### src/rstt_pkg.sv
// Shared types and constants for the trinary remote-socket transmitter.
// No dependencies; compile first.
`default_nettype none

package rstt_pkg;

    // Field and register widths
    localparam int FRAME_BITS  = 12;
    localparam int BIT_POS_W   = 4;
    localparam int CHIP_POS_W  = 6;
    localparam int REPEAT_W    = 8;
    localparam int CHIP_TICK_W = 16;
    localparam int CFG_INDEX_W = 2;
    localparam int CFG_DATA_W  = 16;
    localparam int CHANNEL_W   = 3;

    // Configuration register indexes
    localparam logic [CFG_INDEX_W-1:0] REG_REPEAT_COUNT = 2'd0;
    localparam logic [CFG_INDEX_W-1:0] REG_CHIP_TICKS   = 2'd1;

    // Item function codes
    localparam logic FUNC_TICK  = 1'b0;
    localparam logic FUNC_START = 1'b1;

    // Frame layout
    localparam logic [2:0] FRAME_PAD = 3'b110;
    localparam logic [3:0] NIBBLE_NONE = 4'hf;

    // Slot 12 is the sync slot; data slots hold 8 chips, sync 33 chips
    localparam logic [BIT_POS_W-1:0]  SYNC_SLOT  = 4'd12;
    localparam logic [CHIP_POS_W-1:0] DATA_CHIPS = 6'd8;
    localparam logic [CHIP_POS_W-1:0] SYNC_CHIPS = 6'd33;

    // Chip patterns, chip c at bit c: one = 10001110, zero = 10001000
    localparam logic [7:0] CHIPS_ONE  = 8'b0111_0001;
    localparam logic [7:0] CHIPS_ZERO = 8'b0001_0001;

    localparam logic [REPEAT_W-1:0]    REPEAT_RESET = 8'd4;
    localparam logic [CHIP_TICK_W-1:0] TICKS_RESET  = 16'd1;

    // Sequencer position handed to the chip level decoder
    typedef struct packed {
        logic                  active;
        logic [FRAME_BITS-1:0] frame;
        logic [BIT_POS_W-1:0]  bit_pos;
        logic [CHIP_POS_W-1:0] chip_pos;
    } seq_state_t;

    // One-cold select nibble; out-of-range numbers select nothing
    function automatic logic [3:0] one_cold(input logic [CHANNEL_W-1:0] n);
        logic [3:0] res;
        begin
            unique case (n)
                3'd1:    res = 4'b1110;
                3'd2:    res = 4'b1101;
                3'd3:    res = 4'b1011;
                3'd4:    res = 4'b0111;
                default: res = NIBBLE_NONE;
            endcase
            return res;
        end
    endfunction

endpackage

`default_nettype wire

### src/rstt_if.sv
// Channel interfaces for the trinary remote-socket transmitter: input items,
// result items and configuration writes. Depends on rstt_pkg.
`default_nettype none

interface rstt_in_if;
    logic                           valid;
    logic                           ready;
    logic                           func;
    logic [rstt_pkg::CHANNEL_W-1:0] channel;
    logic [rstt_pkg::CHANNEL_W-1:0] button;
    logic                           switch_on;

    modport source (output valid, output func, output channel, output button,
                    output switch_on, input ready);
    modport sink   (input valid, input func, input channel, input button,
                    input switch_on, output ready);
endinterface

interface rstt_out_if;
    logic valid;
    logic ready;
    logic pin_level;
    logic busy_res;
    logic last_chip;

    modport source (output valid, output pin_level, output busy_res,
                    output last_chip, input ready);
    modport sink   (input valid, input pin_level, input busy_res,
                    input last_chip, output ready);
endinterface

interface rstt_cfg_if;
    logic                             valid;
    logic                             ready;
    logic [rstt_pkg::CFG_INDEX_W-1:0] index;
    logic [rstt_pkg::CFG_DATA_W-1:0]  data;

    modport source (output valid, output index, output data, input ready);
    modport sink   (input valid, input index, input data, output ready);
endinterface

`default_nettype wire

### src/remote_socket_trinary_transmitter_core.sv
// Trinary remote-socket transmitter core: top level with sequencer state,
// configuration registers and result register. Depends on rstt_pkg,
// rstt_if and rstt_chip_level.
//
// An input transfer's result is in the output register in the cycle after the transfer.
// Throughput: 1 item per cycle; the sequencer update for one item is a single
// pass of logic, so tick items from a free-running timebase are taken
// every clock while the output side keeps up.
// Reset: rst_n (async, active low) returns to idle, repeat_count 4,
// chip_ticks 1, output register empty.
`default_nettype none

module remote_socket_trinary_transmitter_core #(
    parameter int TICK_WIDTH = 16
) (
    input  wire logic         clk,
    input  wire logic         rst_n,
    rstt_in_if.sink           item_in,
    rstt_out_if.source        result_out,
    rstt_cfg_if.sink          cfg
);

    localparam int TW = TICK_WIDTH;

    // Configuration registers
    logic [rstt_pkg::REPEAT_W-1:0]    repeat_count_reg;
    logic [rstt_pkg::CHIP_TICK_W-1:0] chip_ticks_reg;

    // Sequencer state
    logic                            active_reg,  active_next;
    logic [rstt_pkg::FRAME_BITS-1:0] frame_reg,   frame_next;
    logic [rstt_pkg::REPEAT_W-1:0]   repeats_reg, repeats_next;
    logic [rstt_pkg::BIT_POS_W-1:0]  bit_pos_reg, bit_pos_next;
    logic [rstt_pkg::CHIP_POS_W-1:0] chip_pos_reg, chip_pos_next;
    logic [TW-1:0]                   tick_reg,    tick_next;

    // Output register
    logic out_valid_reg, out_valid_next;
    logic pin_level_reg, pin_level_next;
    logic busy_reg,      busy_next;
    logic last_reg,      last_next;

    rstt_pkg::seq_state_t seq_cur;
    logic                 cur_level;
    logic                 accept;
    logic                 start_idle;
    logic [31:0]          ticks_ext;
    logic [TW-1:0]        limit;
    logic [TW:0]          tick_inc;
    logic [rstt_pkg::CHIP_POS_W-1:0] chip_inc;
    logic [rstt_pkg::REPEAT_W-1:0]   repeats_dec;

    // Configuration writes are taken every cycle.
    assign cfg.ready = 1'b1;

    always_ff @(posedge clk or negedge rst_n)
    begin
        if (!rst_n)
        begin
            repeat_count_reg <= rstt_pkg::REPEAT_RESET;
            chip_ticks_reg   <= rstt_pkg::TICKS_RESET;
        end
        else if (cfg.valid)
        begin
            if (cfg.index == rstt_pkg::REG_REPEAT_COUNT)
            begin
                repeat_count_reg <= cfg.data[rstt_pkg::REPEAT_W-1:0];
            end
            else if (cfg.index == rstt_pkg::REG_CHIP_TICKS)
            begin
                chip_ticks_reg <= cfg.data;
            end
        end
    end

    // Current chip level from the present position
    assign seq_cur.active   = active_reg;
    assign seq_cur.frame    = frame_reg;
    assign seq_cur.bit_pos  = bit_pos_reg;
    assign seq_cur.chip_pos = chip_pos_reg;

    rstt_chip_level u_chip_level (
        .seq   (seq_cur),
        .level (cur_level)
    );

    // Take a new item whenever the output register is free or drains now.
    assign item_in.ready = !out_valid_reg || result_out.ready;
    assign accept        = item_in.valid && item_in.ready;
    assign start_idle    = (item_in.func == rstt_pkg::FUNC_START) && !active_reg;

    // Chip length in ticks, fitted to the tick counter; zero counts as one
    assign ticks_ext = {{(32 - rstt_pkg::CHIP_TICK_W){1'b0}}, chip_ticks_reg};
    always_comb
    begin
        limit = ticks_ext[TW-1:0];
        if (limit == '0)
        begin
            limit = {{(TW - 1){1'b0}}, 1'b1};
        end
    end

    assign tick_inc    = {1'b0, tick_reg} + {{TW{1'b0}}, 1'b1};
    assign chip_inc    = chip_pos_reg + 6'd1;
    assign repeats_dec = repeats_reg - 8'd1;

    always_comb
    begin
        active_next    = active_reg;
        frame_next     = frame_reg;
        repeats_next   = repeats_reg;
        bit_pos_next   = bit_pos_reg;
        chip_pos_next  = chip_pos_reg;
        tick_next      = tick_reg;
        out_valid_next = out_valid_reg;
        pin_level_next = pin_level_reg;
        busy_next      = busy_reg;
        last_next      = last_reg;

        if (result_out.ready)
        begin
            out_valid_next = 1'b0;
        end

        if (accept)
        begin
            out_valid_next = 1'b1;
            last_next      = 1'b0;
            if (item_in.func == rstt_pkg::FUNC_START)
            begin
                // A start while busy is dropped; the result shows the current chip.
                if (start_idle)
                begin
                    frame_next    = {item_in.switch_on, rstt_pkg::FRAME_PAD,
                                     rstt_pkg::one_cold(item_in.button),
                                     rstt_pkg::one_cold(item_in.channel)};
                    repeats_next  = (repeat_count_reg == '0) ? 8'd1 : repeat_count_reg;
                    bit_pos_next  = '0;
                    chip_pos_next = '0;
                    tick_next     = '0;
                    active_next   = 1'b1;
                end
                // First chip of every bit pattern is high.
                pin_level_next = start_idle ? 1'b1 : cur_level;
                busy_next      = 1'b1;
            end
            else
            begin
                // Tick: report the chip before advancing.
                pin_level_next = cur_level;
                busy_next      = active_reg;
                if (active_reg)
                begin
                    if (tick_inc >= {1'b0, limit})
                    begin
                        tick_next     = '0;
                        chip_pos_next = chip_inc;
                        if (bit_pos_reg < rstt_pkg::SYNC_SLOT)
                        begin
                            if (chip_inc >= rstt_pkg::DATA_CHIPS)
                            begin
                                chip_pos_next = '0;
                                bit_pos_next  = bit_pos_reg + 4'd1;
                            end
                        end
                        else if (chip_inc >= rstt_pkg::SYNC_CHIPS)
                        begin
                            // End of sync: next repetition or done
                            chip_pos_next = '0;
                            bit_pos_next  = '0;
                            repeats_next  = repeats_dec;
                            if (repeats_dec == '0)
                            begin
                                active_next = 1'b0;
                                last_next   = 1'b1;
                            end
                        end
                    end
                    else
                    begin
                        tick_next = tick_inc[TW-1:0];
                    end
                end
            end
        end
    end

    always_ff @(posedge clk or negedge rst_n)
    begin
        if (!rst_n)
        begin
            active_reg    <= 1'b0;
            frame_reg     <= '0;
            repeats_reg   <= '0;
            bit_pos_reg   <= '0;
            chip_pos_reg  <= '0;
            tick_reg      <= '0;
            out_valid_reg <= 1'b0;
        end
        else
        begin
            active_reg    <= active_next;
            frame_reg     <= frame_next;
            repeats_reg   <= repeats_next;
            bit_pos_reg   <= bit_pos_next;
            chip_pos_reg  <= chip_pos_next;
            tick_reg      <= tick_next;
            out_valid_reg <= out_valid_next;
        end
    end

    // Result payload needs no reset.
    always_ff @(posedge clk)
    begin
        pin_level_reg <= pin_level_next;
        busy_reg      <= busy_next;
        last_reg      <= last_next;
    end

    assign result_out.valid     = out_valid_reg;
    assign result_out.pin_level = pin_level_reg;
    assign result_out.busy_res  = busy_reg;
    assign result_out.last_chip = last_reg;

endmodule

`default_nettype wire

### src/rstt_chip_level.sv
// Chip level decoder: maps sequencer position and frame to the pin level.
// Depends on rstt_pkg.
`default_nettype none

module rstt_chip_level (
    input  var rstt_pkg::seq_state_t seq,
    output logic                     level
);

    logic [rstt_pkg::FRAME_BITS-1:0] shifted;
    logic                            data_bit;
    logic [7:0]                      pattern;

    always_comb
    begin
        shifted  = seq.frame >> seq.bit_pos;
        data_bit = shifted[0];
        pattern  = data_bit ? rstt_pkg::CHIPS_ONE : rstt_pkg::CHIPS_ZERO;
        if (!seq.active)
        begin
            level = 1'b0;
        end
        else if (seq.bit_pos >= rstt_pkg::SYNC_SLOT)
        begin
            // sync: one high chip, then low
            level = (seq.chip_pos == '0);
        end
        else
        begin
            level = pattern[seq.chip_pos[2:0]];
        end
    end

endmodule

`default_nettype wire

### src/flat_wrapper.sv
// flat-port wrapper written by rule: the top's interface ports become plain ports
module remote_socket_trinary_transmitter_core_flat 
#(
    parameter int TICK_WIDTH = 16
)
  (clk, rst_n, item_in_valid, item_in_func, item_in_channel, item_in_button, item_in_switch_on, item_in_ready, result_out_valid, result_out_pin_level, result_out_busy_res, result_out_last_chip, result_out_ready, cfg_valid, cfg_index, cfg_data, cfg_ready);
  rstt_in_if item_in_i ();
  rstt_out_if result_out_i ();
  rstt_cfg_if cfg_i ();
  input  wire logic clk;
  input  wire logic rst_n;
  input wire logic [$bits(item_in_i.valid)-1:0] item_in_valid;
  input wire logic [$bits(item_in_i.func)-1:0] item_in_func;
  input wire logic [$bits(item_in_i.channel)-1:0] item_in_channel;
  input wire logic [$bits(item_in_i.button)-1:0] item_in_button;
  input wire logic [$bits(item_in_i.switch_on)-1:0] item_in_switch_on;
  output wire logic [$bits(item_in_i.ready)-1:0] item_in_ready;
  output wire logic [$bits(result_out_i.valid)-1:0] result_out_valid;
  output wire logic [$bits(result_out_i.pin_level)-1:0] result_out_pin_level;
  output wire logic [$bits(result_out_i.busy_res)-1:0] result_out_busy_res;
  output wire logic [$bits(result_out_i.last_chip)-1:0] result_out_last_chip;
  input wire logic [$bits(result_out_i.ready)-1:0] result_out_ready;
  input wire logic [$bits(cfg_i.valid)-1:0] cfg_valid;
  input wire logic [$bits(cfg_i.index)-1:0] cfg_index;
  input wire logic [$bits(cfg_i.data)-1:0] cfg_data;
  output wire logic [$bits(cfg_i.ready)-1:0] cfg_ready;
  assign item_in_i.valid = item_in_valid;
  assign item_in_i.func = item_in_func;
  assign item_in_i.channel = item_in_channel;
  assign item_in_i.button = item_in_button;
  assign item_in_i.switch_on = item_in_switch_on;
  assign item_in_ready = item_in_i.ready;
  assign result_out_valid = result_out_i.valid;
  assign result_out_pin_level = result_out_i.pin_level;
  assign result_out_busy_res = result_out_i.busy_res;
  assign result_out_last_chip = result_out_i.last_chip;
  assign result_out_i.ready = result_out_ready;
  assign cfg_i.valid = cfg_valid;
  assign cfg_i.index = cfg_index;
  assign cfg_i.data = cfg_data;
  assign cfg_ready = cfg_i.ready;
  remote_socket_trinary_transmitter_core #(.TICK_WIDTH(TICK_WIDTH)) u_core (.clk(clk), .rst_n(rst_n), .item_in(item_in_i), .result_out(result_out_i), .cfg(cfg_i));
endmodule
### config.mk
export PLATFORM = sky130hd
export DESIGN_NAME = remote_socket_trinary_transmitter_core_flat
export DESIGN_NICKNAME = d
export VERILOG_FILES = /design/src/rstt_pkg.sv /design/src/rstt_if.sv /design/src/remote_socket_trinary_transmitter_core.sv /design/src/rstt_chip_level.sv /design/src/flat_wrapper.sv
export SDC_FILE = /design/constraint.sdc
export NUM_CORES = 1
export LEC_CHECK = 0
export ABC_CLOCK_PERIOD_IN_PS = 3900
export BUFFER_PORTS_ARGS = -buffer_cell sky130_fd_sc_hd__buf_4
export CORE_MARGIN = 1.5
export CORE_UTILIZATION = 45
export CTS_BUF_LIST = sky130_fd_sc_hd__clkbuf_8
export CTS_CLUSTER_SIZE = 14
export DETAILED_ROUTE_END_ITERATION = 8
export PLACE_DENSITY = 0.73
export RECOVER_POWER = 100
export SETUP_SLACK_MARGIN = 0.15
export SKIP_LAST_GASP = 1
export SLEW_MARGIN = 40
export SYNTH_ARGS = -nofsm -noshare
export SYNTH_HDL_FRONTEND = slang
export SYNTH_SLANG_ARGS = --single-unit
### constraint.sdc
create_clock -name clk -period 3.9 [get_ports clk]
set_input_delay 0.195 -clock clk [delete_from_list [all_inputs] [get_ports clk]]
set_output_delay 0.195 -clock clk [all_outputs]
set_load 0.05 [all_outputs]
* After elaboration in Yosys (flattened, before gate mapping)
Cells that the tools add are included.
W data, S select, Z words.
** Storage, ports and cells
- Bits in registers :: 74
** Cells by class
- Bitwise operators :: 4
- Reductions and logical operators :: 24
- Shift-type cells :: 1
- $lt $le $gt $ge :: 6
- Equality and inequality tests :: 12
- Multiplexer cells :: 45
- Add/subtract/negate cells :: 4
** Operators with widths (number)
- $mux W16 :: 5
- $mux W8 :: 7
- $mux W6 :: 7
- $pmux W4 S4 :: 2
- $mux W4 :: 7
- $add A16 B1 Y17 const B :: 1
- $ge A17 B16 Y1 :: 1
- $logic_not A16 Y1 :: 1
- $logic_not A8 Y1 :: 2
- $mux W1 :: 15
- $eq A3 B2 Y1 const B :: 4
- $reduce_and A6 Y1 :: 2
- $shr A12 B4 Y1 :: 1
- $reduce_and A3 Y1 :: 3
- $reduce_bool A2 Y1 :: 4
- $sub A8 B1 Y8 const B :: 1
- $mux W7 :: 1
- $add A6 B1 Y6 const B :: 1
- $eq A3 B1 Y1 const B :: 2
- $eq A3 B3 Y1 const B :: 2
- $ge A6 B4 Y1 const B :: 1
- $ge A6 B6 Y1 const B :: 1
- $logic_not A6 Y1 :: 1
- $reduce_or A5 Y1 :: 1
- other kinds (17) :: 23

* Longest topological paths before layout
Gate-level depths: netlist (run 1).
- Depth after elaboration :: 8
- Gate-level depth with buffers :: 13
- Depth with buffers taken out :: 12

* By module
Synthesis (run 1) repeated with hierarchy kept, for this count alone.
** Second synthesis, totals
- Cells, all modules :: 482
- Area total of the unflattened synthesis :: 4579.4 um^2
** Modules (own cells, without submodules)
- remote_socket_trinary_transmitter_core :: times used 1, sequential area each 1844.3 um^2, cells an instance 465, area each 4434.3 um^2
- rstt_chip_level :: times used 1, sequential area each 0.0 um^2, cells an instance 17, area each 145.1 um^2

* Worst setup path after synthesis (run 1)
Ideal clock, no wire load.
- Path type :: reg2reg
- From :: register u_core.tick_reg[0]
- To :: register u_core.bit_pos_reg[0] in the netlist's numbering
- Period minus slack after synthesis :: 2.959 ns
- Data arrival time :: 2.834 ns
- Setup time :: 0.125 ns
- Stages on the path, launching flop included :: 13
- Slack :: 0.941 ns
- Cell sequence :: dfrtp_1 -> ha_1 -> nand3_1 -> nor3_2 -> nand3_1 -> xnor2_1 -> ha_1 -> a21o_1 -> a21o_1 -> a211oi_2 -> o2111ai_2 -> o211ai_2 -> mux2_2
** Between the ends
- Longest elaborated chain between the ends :: 4
** RTL lines
- from (decl) :: RTL line remote_socket_trinary_transmitter_core.sv:35 : logic [TW-1:0] tick_reg, tick_next;
- from (signal assigned) :: RTL line remote_socket_trinary_transmitter_core.sv:207 : tick_reg <= tick_next;
- $add A16 B1 Y17 :: RTL line remote_socket_trinary_transmitter_core.sv:103 : assign tick_inc = {1'b0, tick_reg} + {{TW{1'b0}}, 1'b1};
- $ge A17 B16 Y1 :: RTL line remote_socket_trinary_transmitter_core.sv:154 : if (tick_inc >= {1'b0, limit})
- $reduce_bool A2 Y1 (no line)
- $reduce_and A6 Y1 (no line)
- to (signal assigned) :: RTL line remote_socket_trinary_transmitter_core.sv:205 : bit_pos_reg <= bit_pos_next;
- to (decl) :: RTL line remote_socket_trinary_transmitter_core.sv:33 : logic [rstt_pkg::BIT_POS_W-1:0] bit_pos_reg, bit_pos_next;
No other way between the ends.
A chain may end at the register's enable or synchronous reset.

* Worst setup path after layout (run 1)
- From :: register u_core.tick_reg[0]
- To :: register u_core.chip_pos_reg[3] in the netlist's numbering
** Between the ends
- Longest elaborated chain between the ends :: 4
** RTL lines
- $add A16 B1 Y17 :: RTL line remote_socket_trinary_transmitter_core.sv:103
- $ge A17 B16 Y1 :: RTL line remote_socket_trinary_transmitter_core.sv:154
- $reduce_bool A2 Y1 (no line)
- $reduce_and A4 Y1 (no line)
- to (signal assigned) :: RTL line remote_socket_trinary_transmitter_core.sv:206 : chip_pos_reg <= chip_pos_next;
- to (decl) :: RTL line remote_socket_trinary_transmitter_core.sv:34 : logic [rstt_pkg::CHIP_POS_W-1:0] chip_pos_reg, chip_pos_next;
No other way between the ends.

==> flow_metrics.tcl, run 1 <==
set metrics [dict create \
    setup_ws_ps 334.2 \
    max-slew-margin-rel -0.1484 \
    utilization 0.5263 \
    vias 3474 \
    grt_max_degree 71 \
    crit_path_end_kind "register" \
    layout-drive-gt1-share 0.1876 \
    grt_overflow 0 \
    synth_warnings 0 \
    clock_latency_ps 350 \
    clkSinkCount 73 \
    drtAntennaViolNets 0 \
    drtIter0Drc 269 \
    port-buffer-count 35 \
    firstDrtPassIters 5 \
    root_buffer "clkbuf_8" \
    die_h_um 101.8 \
    status "finished, violations left" \
    synthDistinctLibCells 65 \
    power_w 0.002213 \
    cp_max_fo 20 \
    drv_cap 1 \
    num_antenna_cells 0 \
    worstSetupStartpointType "register" \
    core-area_um2 9371 \
    dieArea_um2 10370 \
    synth_ff_type "dfrtp_1" \
    finClkSkew_ps 10.38 \
    rsz0062_at_grt "no" \
    track_usage 0.2008 \
    syn_area_um2 4397 \
    finalSetupTns_ps 0 \
    routed_via_density 5.658 \
    cts_tree "yes" \
    setup_viol_count_final 0 \
    drt-total-wl_um 9508 \
    die_w_um 101.8 \
    placed_area_um2 4758 \
    synthTopCellsByArea "dfrtp_1 39%, ha_1 7.1%, mux2_2 6.4%, nand2_1 4.5%, o21ai_0 3.1%" \
    synth_area_leader_cell "dfrtp_1" \
    initial_utilization 0.4692 \
    fill_cells 869 \
    post-cts-setup-buffers 0 \
    fmax_ghz 0.2804 \
    grt_pass1_wl_um 16280 \
    p_per_area_nw_per_um2 448.8 \
    rows 35 \
    cts_buffer_depth 2 \
    min_period_ps 3566 \
    htreeDepth 3 \
    avgRoutedWirePerCell_um 15.49 \
    synthCells 448 \
    yosysMostFrequentCell "dfrtp_1" \
    critical_path_arrival_ps 3810 \
    async_reset_ff_frac 0.9589 \
    worstPathRequired_ps 4140 \
    hold_class "primary input to register" \
    yosysSeqAreaShare 0.4195 \
    fin_crit_sh 0.9143 \
    avgSynthCellArea_um2 9.814 \
    ys_seq_elements 73 \
    worstMarginPinSlew_ps 1723 \
    cts_buffers 9 \
    grt_pass1_vias 3332 \
    pre_cts_slack_ps 520.3 \
    dp_hpwl_um 6828 \
    stdcell_area_um2 4932 \
    antenna_found_initial 0 \
    cts.reportedPaths.clkPinSlew_ps 80 \
    place_congestion 0.8822 \
    hold_violations 0 \
    area_growth_pct 12.18 \
    p_leak_nw 2.247 \
    violations "capacitance limit, slew limit" \
    irDropWorstVdd_mv 0.2789 \
    synth_top_area_frac 0.3870 \
    synth_edf_count 3 \
    fin_nets 536 \
    drcViolationCount 0 \
    drv_slew 71 \
    crit_type "register to register" \
    ioPinCount 37 \
    synth_common_cells "68 x dfrtp_1, 53 x nand2_1, 27 x inv_1, 27 x o21ai_0" \
    syn_nets 504 \
]
-- layout by cell type (no fill, tap or decap), types with 8 or more instances in the layout --
master | synthesis | final
clkbuf_8 | 0 | 11
inv_1 | 27 | 28
dfrtp_1 | 68 | 68
mux2_2 | 25 | 25
nor3_1 | 12 | 11
a21o_1 | 8 | 8
nand2_1 | 53 | 53
ha_1 | 25 | 25
nor2_1 | 18 | 18
o21ai_0 | 27 | 27
nand3_1 | 17 | 17
buf_4 | 1 | 29
a21oi_1 | 22 | 21
nand4_1 | 9 | 9
xnor2_1 | 8 | 8
xor2_1 | 8 | 8
-- metal layers --
metal | vias to the layer above | track usage | share of wire
li1 | 1677 | - | -
met1 | 1703 | 0.2984 | 0.49
met2 | 83 | 0.2974 | 0.46
met3 | 11 | 0.03146 | 0.037
met4 | 0 | 0.07376 | 0.012
met5 | - | 0 | 0
-- critical path: stages (launching register included) --
cell and delay (ps):
dfrtp_1 440, ha_1 250, nand3_1 120, nor3_2 310, and3_1 230, xor2_1 230
ha_1 210, nand4_1 130, or2_2 320, o2111ai_1 550, buf_4 340, o211ai_2 110
a32o_1 210
-- per-stage QoR --
stage                     instances  hold slack, ps
after floorplan                 448          -100.6
after global placement          597           364.3
after detailed placement        597           247.6
after CTS                       614           25.66
after global routing            614           19.69
final                           614           33.46
-- logic make-up (layout without fill, tap and decap cells) --
group / count (synthesis) / count (layout) / synth area share
simple gates: 156 / 156 / 0.1890
compound gates: 97 / 97 / 0.1511
flops: 73 / 73 / 0.4195
buf+inv: 46 / 83 / 0.04411
mux: 34 / 34 / 0.09249
fa+ha+maj: 25 / 25 / 0.07114
xor+xnor: 16 / 16 / 0.03187
other cells: 1 / 1 / 0.0008529
-- path summary, 6_finish.rpt --
kind | start | to | slack [ps] | depth (start not counted)
min in group asynchronous | rst_n | u_core.chip_ticks_reg[14] | 850 | 2
max reg2reg | u_core.tick_reg[0] | u_core.chip_pos_reg[3] | 330 | 12
max | u_core.tick_reg[0] | u_core.chip_pos_reg[3] | 330 | 12
min reg2reg | u_core.frame_reg[1] | u_core.frame_reg[1] | 480 | 1
min | item_in_valid | u_core.result_out.valid | 30 | 2
max in group asynchronous | rst_n | u_core.repeat_count_reg[3] | 2030 | 2
-- layout make-up --
| class | count | area, µm² | share of cell area |
|---|---|---|---|
| Clock inverter | 5 | 55.05 | 0.01116 |
| Tap cell | 129 | 161.4 | 0.03272 |
| Sequential cell | 73 | 1844 | 0.3739 |
| Clock buffer | 11 | 151.4 | 0.03070 |
| Timing Repair Buffer | 39 | 266.5 | 0.05403 |
| Inverter | 28 | 105.1 | 0.02131 |
| Multi-Input combinational cell | 329 | 2349 | 0.4762 |
-- where the power goes --
group / switching (W) / leakage (nW) / total [W] / internal [W]
Clock: 0.000290 / 0.107 / 0.000618 / 0.000328
Sequential: 0.000137 / 0.911 / 0.00102 / 0.000884
Combinational: 0.000312 / 1.23 / 0.000574 / 0.000262
Total: 0.000739 / 2.25 / 0.00221 / 0.00147
-- repair_timing --
item                                   CTS  global route
hold buffers                             1             0
setup endpoints to repair                0             5
endpoints found under the hold margin   68             0
gates resized for setup                  0             2
(Power assumes the default switching activity.)
==> run 2, diff against run 1 <==
==> constraint.sdc (replaced) <==
create_clock -name clk -period 3.9 [get_ports clk]
set_input_delay 0.78 -clock clk [delete_from_list [all_inputs] [get_ports clk]]
set_output_delay 0.78 -clock clk [all_outputs]
set_load 0.05 [all_outputs]
==> run 2 against run 1 <==
Effect of this change: first-iteration DRC count fell by 25%; the flow still finishes with violations (capacitance limit, slew limit); global-route usage fell by 0.17 points; critical path depth shrank 1; setup slack improved by 170 ps; sequential share of layout area fell by 0.057 points; core utilization up 0.080 points; worst hold slack improved by 450 ps; critical path type unchanged; wire length decreased by 0.62%; die area unchanged.
==> flow_metrics.tcl, run 2 (synthesized netlist as in run 1, its figures left out) <==
set metrics [dict create \
    status "finished, violations left" \
    violations "capacitance limit, slew limit" \
    hold_class "register to register" \
    grt_max_degree 71 \
    setup_ws_ps 503.0 \
    fin_nets 536 \
    clkSinkCount 73 \
    initial_utilization 0.4692 \
    cellInternalPower_w 0.001524 \
    crit_path_max_incr_delay_ps 480 \
    rsz0062_at_grt "no" \
    p_leak_nw 2.262 \
    worstMarginPinSlew_ps 1729 \
    cts_buffers 9 \
    worstPathRequired_ps 4180 \
    cts_tree "yes" \
    cp_max_fo 7 \
    max-slew-margin-rel -0.1524 \
    place_congestion 0.9042 \
    crit_type "register to register" \
    fin_crit_sh 0.8710 \
    irDropWorstVdd_mv 0.2948 \
    power_w 0.002253 \
    rows 35 \
    crit_chain "nand4_1 > nor3_1 > nand3_1 > xnor2_1 > ha_1 > nand4_1 > nor4_1 > a211oi_2 > o211a_1 > a21oi_1 > a32o_1" \
    hp-start "u_core.frame_reg[1]" \
    r2r-start "u_core.tick_reg[4]" \
    grt_overflow 0 \
    avgRoutedWirePerCell_um 15.39 \
    track_usage 0.1991 \
    cp_slowest_cell "nor3_1" \
    p_per_area_nw_per_um2 456.1 \
    drtAntennaViolNets 0 \
    htreeDepth 3 \
    drt-total-wl_um 9449 \
    r2r_slack_ps 500 \
    routed_via_density 5.673 \
    critical_path_arrival_ps 3680 \
    num_antenna_cells 0 \
    layout_commonest_cell "dfrtp_1" \
    antenna_found_initial 0 \
    fmax_ghz 0.2944 \
    p_comb_frac 0.255 \
    grt_pass1_vias 3313 \
    cts_buffer_depth 2 \
    fill_cells 857 \
    finalSetupTns_ps 0 \
    dp_hpwl_um 6852 \
    core-area_um2 9371 \
    firstDrtPassIters 4 \
    crit_path_end_kind "register" \
    cts_hold_buffers 0 \
    hold_violations 0 \
    post-cts-setup-buffers 0 \
    die_h_um 101.8 \
    pre_cts_slack_ps 553.3 \
    power_frac_seq 0.452 \
    vias 3483 \
    die_w_um 101.8 \
    p_clk_frac 0.292 \
    r2r_cells 11 \
    stdcell_area_um2 4940 \
    drtIter0Drc 203 \
    ioPinCount 37 \
    most-common-layout-cells "68 x dfrtp_1, 54 x nand2_1, 29 x buf_4" \
    port-buffer-count 35 \
    placed_area_um2 4766 \
    hold_depth 1 \
    min_period_ps 3397 \
    clock_latency_ps 340 \
    root_buffer "clkbuf_8" \
    whs_endpoint "u_core.frame_reg[1]" \
    worstSetupStartpointType "register" \
    area_growth_pct 12.35 \
    netSwitchingFraction 0.3233 \
    finClkSkew_ps 10.51 \
    layout-drive-gt1-share 0.1876 \
    drcViolationCount 0 \
    r2r-end "u_core.chip_pos_reg[3]" \
    cts.reportedPaths.clkPinSlew_ps 80 \
    drv_cap 1 \
    dieArea_um2 10370 \
    path_common_cell "nand4_1" \
    net-switching-power_w 0.0007283 \
    drv_slew 71 \
    setup_viol_count_final 0 \
    grt_pass1_wl_um 16190 \
]
run 2: per-stage QoR:
step / cells / hold slack (ps) / util
6_report: 614 / 482.2 / 0.5271
5_1_grt: 614 / 505.5 / 0.5271
3_3_place_gp: 598 / 458.9 / 0.5081
3_5_place_dp: 598 / 464.7 / 0.5085
4_1_cts: 614 / 454.0 / 0.5322
2_1_floorplan: 448 / 444.1 / -
run 2: power groups by stage:
stage          registers, W  clock network, W  logic (W)
2_1_floorplan      0.000993                 0   0.000447
3_3_place_gp        0.00103                 0   0.000557
3_5_place_dp        0.00103                 0   0.000582
4_1_cts             0.00102          0.000666   0.000586
5_1_grt             0.00104          0.000703   0.000640
6_report            0.00102          0.000658   0.000575
run 2: repair_timing:
action / 4_1_cts / 5_1_grt
gates resized for setup: 0 / 1
endpoints found under the hold margin: 0 / 0
endpoints found under the setup margin: 0 / 1
run 2: worst max-delay path: cells and delay by family, from the launching register on:
family,cells,cell delay (ps)
xor+xnor,1,180
flops,1,430
simple gates,5,1370
fa+ha+maj,1,330
compound gates,4,1020
run 2: layout make-up:
class | count | area [µm²] | share of cell area
timing repair buffer | 39 | 264.0 | 0.05344
sequential | 73 | 1844 | 0.3734
clock buffer | 10 | 137.6 | 0.02786
inverter | 28 | 105.1 | 0.02128
multi-input combinational | 329 | 2344 | 0.4744
tap | 129 | 161.4 | 0.03267
clock inverter | 6 | 83.83 | 0.01697
run 2: worst max path at each step:
| stage | start | to | cells past startpoint |
|---|---|---|---|
| finish | u_core.tick_reg[4] | u_core.chip_pos_reg[3] | 11 |
| global route | u_core.tick_reg[3] | u_core.chip_pos_reg[4] | 11 |
| CTS | u_core.tick_reg[0] | u_core.chip_pos_reg[5] | 13 |
| detailed placement | u_core.tick_reg[0] | u_core.chip_pos_reg[5] | 13 |
| global placement | u_core.tick_reg[3] | u_core.chip_pos_reg[3] | 11 |
| floorplan | u_core.tick_reg[0] | u_core.bit_pos_reg[0] | 12 |
run 2: metal layers:
metal,up-vias,global-route usage,routed length (µm)
li1,1690,-,-
met1,1691,0.2891,4467
met2,81,0.2938,4334
met3,21,0.03488,427
met4,0,0.08641,220
met5,-,0,0
==> run 3, diff against run 2 <==
--- a/config.mk
+++ b/config.mk
@@ -9,5 +9,5 @@
 export BUFFER_PORTS_ARGS = -buffer_cell sky130_fd_sc_hd__buf_4
+export CAP_MARGIN = 15
 export CORE_MARGIN = 1.5
 export CORE_UTILIZATION = 45
-export CTS_BUF_LIST = sky130_fd_sc_hd__clkbuf_8
 export CTS_CLUSTER_SIZE = 14
--- a/constraint.sdc
+++ b/constraint.sdc
@@ -3,2 +3,2 @@
 set_output_delay 0.78 -clock clk [all_outputs]
-set_load 0.05 [all_outputs]
+set_load 0.01 [all_outputs]
==> run 3 against run 2 <==
Effect of this change: the flow still finishes with violations (capacitance limit, slew limit); fmax about the same; largest cell class unchanged; via count up 0.23%; non-clock buffer count is the same.
==> flow_metrics.tcl, run 3 (synthesized netlist as in run 1, its figures left out) <==
set metrics [dict create \
    placed_area_um2 4766 \
    layout-drive-gt1-share 0.1876 \
    power_w 0.002240 \
    max-slew-margin-rel -0.1525 \
    crit_path_end_kind "register" \
    cts_hold_buffers 0 \
    net-switching-power_w 0.0007128 \
    track_usage 0.1991 \
    hold_class "register to register" \
    cellInternalPower_w 0.001527 \
    stdcell_area_um2 4940 \
    post-cts-setup-buffers 0 \
    fin_crit_sh 0.8716 \
    most-common-layout-cells "68 x dfrtp_1, 54 x nand2_1, 29 x buf_4" \
    clock_latency_ps 340 \
    routed_via_density 5.686 \
    crit_type "register to register" \
    grt_pass1_wl_um 16190 \
    p_comb_frac 0.250 \
    top_layer "met4" \
    place_congestion 0.9042 \
    crit_path_max_incr_delay_ps 480 \
    hold_violations 0 \
    drtAntennaViolNets 0 \
    vias 3491 \
    htreeDepth 3 \
    rows 35 \
    die_h_um 101.8 \
    worstSetupStartpointType "register" \
    cts.reportedPaths.clkPinSlew_ps 80 \
    drv_slew 71 \
    grt_pass1_vias 3313 \
    drt-total-wl_um 9456 \
    netSwitchingFraction 0.3182 \
    cts_buffer_depth 2 \
    irDropWorstVdd_mv 0.2948 \
    port-buffer-count 35 \
    dp_hpwl_um 6852 \
    area_growth_pct 12.35 \
    fmax_ghz 0.2942 \
    firstDrtPassIters 4 \
    p_leak_nw 2.258 \
    p_per_area_nw_per_um2 453.5 \
    grt_max_degree 71 \
    holdWs_ps 482.5 \
    critical_path_arrival_ps 3680 \
    crit_chain "nand4_1 > nor3_1 > nand3_1 > xnor2_1 > ha_1 > nand4_1 > nor4_1 > a211oi_2 > o211a_1 > a21oi_1 > a32o_1" \
    violations "capacitance limit, slew limit" \
    path_common_cell "nand4_1" \
    drv_cap 1 \
    layout_commonest_cell "dfrtp_1" \
    cts_tree "yes" \
    ioPinCount 37 \
    drcViolationCount 0 \
    p_clk_frac 0.295 \
    root_buffer "clkbuf_8" \
    cp_top_family "simple AND/OR/NAND/NOR gates" \
    initial_utilization 0.4692 \
    fin_nets 536 \
    wl_met3_um 432 \
    avgRoutedWirePerCell_um 15.40 \
    worstPathRequired_ps 4180 \
    setup_viol_count_final 0 \
    num_antenna_cells 0 \
    antenna_found_initial 0 \
    met1_length_um 4475 \
    finalSetupTns_ps 0 \
    cp_max_fo 7 \
    rsz0062_at_grt "no" \
    die_w_um 101.8 \
    dieArea_um2 10370 \
    clkSinkCount 73 \
    cts_buffers 9 \
    worstMarginPinSlew_ps 1729 \
    fill_cells 857 \
    worst-path-buf-inv 0 \
    core-area_um2 9371 \
    status "finished, violations left" \
    min_period_ps 3399 \
    power_frac_seq 0.455 \
    grt_overflow 0 \
    cp_slowest_cell "nor3_1" \
    wl_met2_um 4325 \
    drtIter0Drc 202 \
    finClkSkew_ps 10.34 \
]
[run 3: path summary, 6_finish.rpt]
kind / cells after the start / end / slack [ps] / start
setup / recovery: 11 / u_core.chip_pos_reg[3] / 500 / u_core.tick_reg[4]
hold / removal: 1 / u_core.frame_reg[1] / 480 / u_core.frame_reg[1]
setup reg to reg: 11 / u_core.chip_pos_reg[3] / 500 / u_core.tick_reg[4]
hold reg to reg: 1 / u_core.frame_reg[1] / 480 / u_core.frame_reg[1]
max in group asynchronous: 1 / u_core.tick_reg[7] / 1980 / rst_n
min in group asynchronous: 1 / u_core.chip_ticks_reg[15] / 870 / rst_n
[run 3: through the flow]
step | instances | setup WS, ps | utilization
floorplan | 448 | 940.9 | -
global placement | 598 | 682.2 | 0.5081
detailed placement | 598 | 553.3 | 0.5085
CTS | 614 | 539.7 | 0.5322
global route | 614 | 165.6 | 0.5271
finish | 614 | 500.6 | 0.5271
[run 3: worst register-to-register path, cell delays in order, from the launching register on]
cell and delay (ps):
dfrtp_1 430, nand4_1 250, nor3_1 480, nand3_1 150, xnor2_1 180, ha_1 330, nand4_1 100, nor4_1 390
a211oi_2 120, o211a_1 250, a21oi_1 420, a32o_1 230
[run 3: power groups by stage]
stage / sequential [W] / clock (W) / combinational, W
4_1_cts: 0.00102 / 0.000669 / 0.000569
6_report: 0.00102 / 0.000662 / 0.000559
3_5_place_dp: 0.00103 / 0 / 0.000564
5_1_grt: 0.00104 / 0.000706 / 0.000623
2_1_floorplan: 0.000980 / 0 / 0.000444
3_3_place_gp: 0.00103 / 0 / 0.000540
[run 3: metal layers]
layer  up-vias  global-route usage
li1       1690                   -
met1      1692              0.2891
met2        86              0.2938
met3        23             0.03488
met4         0             0.08641
met5         -                   0
[run 3: cell type report]
cell class	instances	area (µm²)	area share
clock buffer	11	141.4	0.02862
timing repair buffer	39	264.0	0.05344
inverter	28	105.1	0.02128
multi-input combinational	329	2344	0.4744
sequential	73	1844	0.3734
clock inverter	5	80.08	0.01621
tap	129	161.4	0.03267
[run 3: what timing repair did]
item                       in CTS  in global routing
hold endpoints to repair        0                  0
resized for setup               0                  1
setup endpoints to repair       0                  1
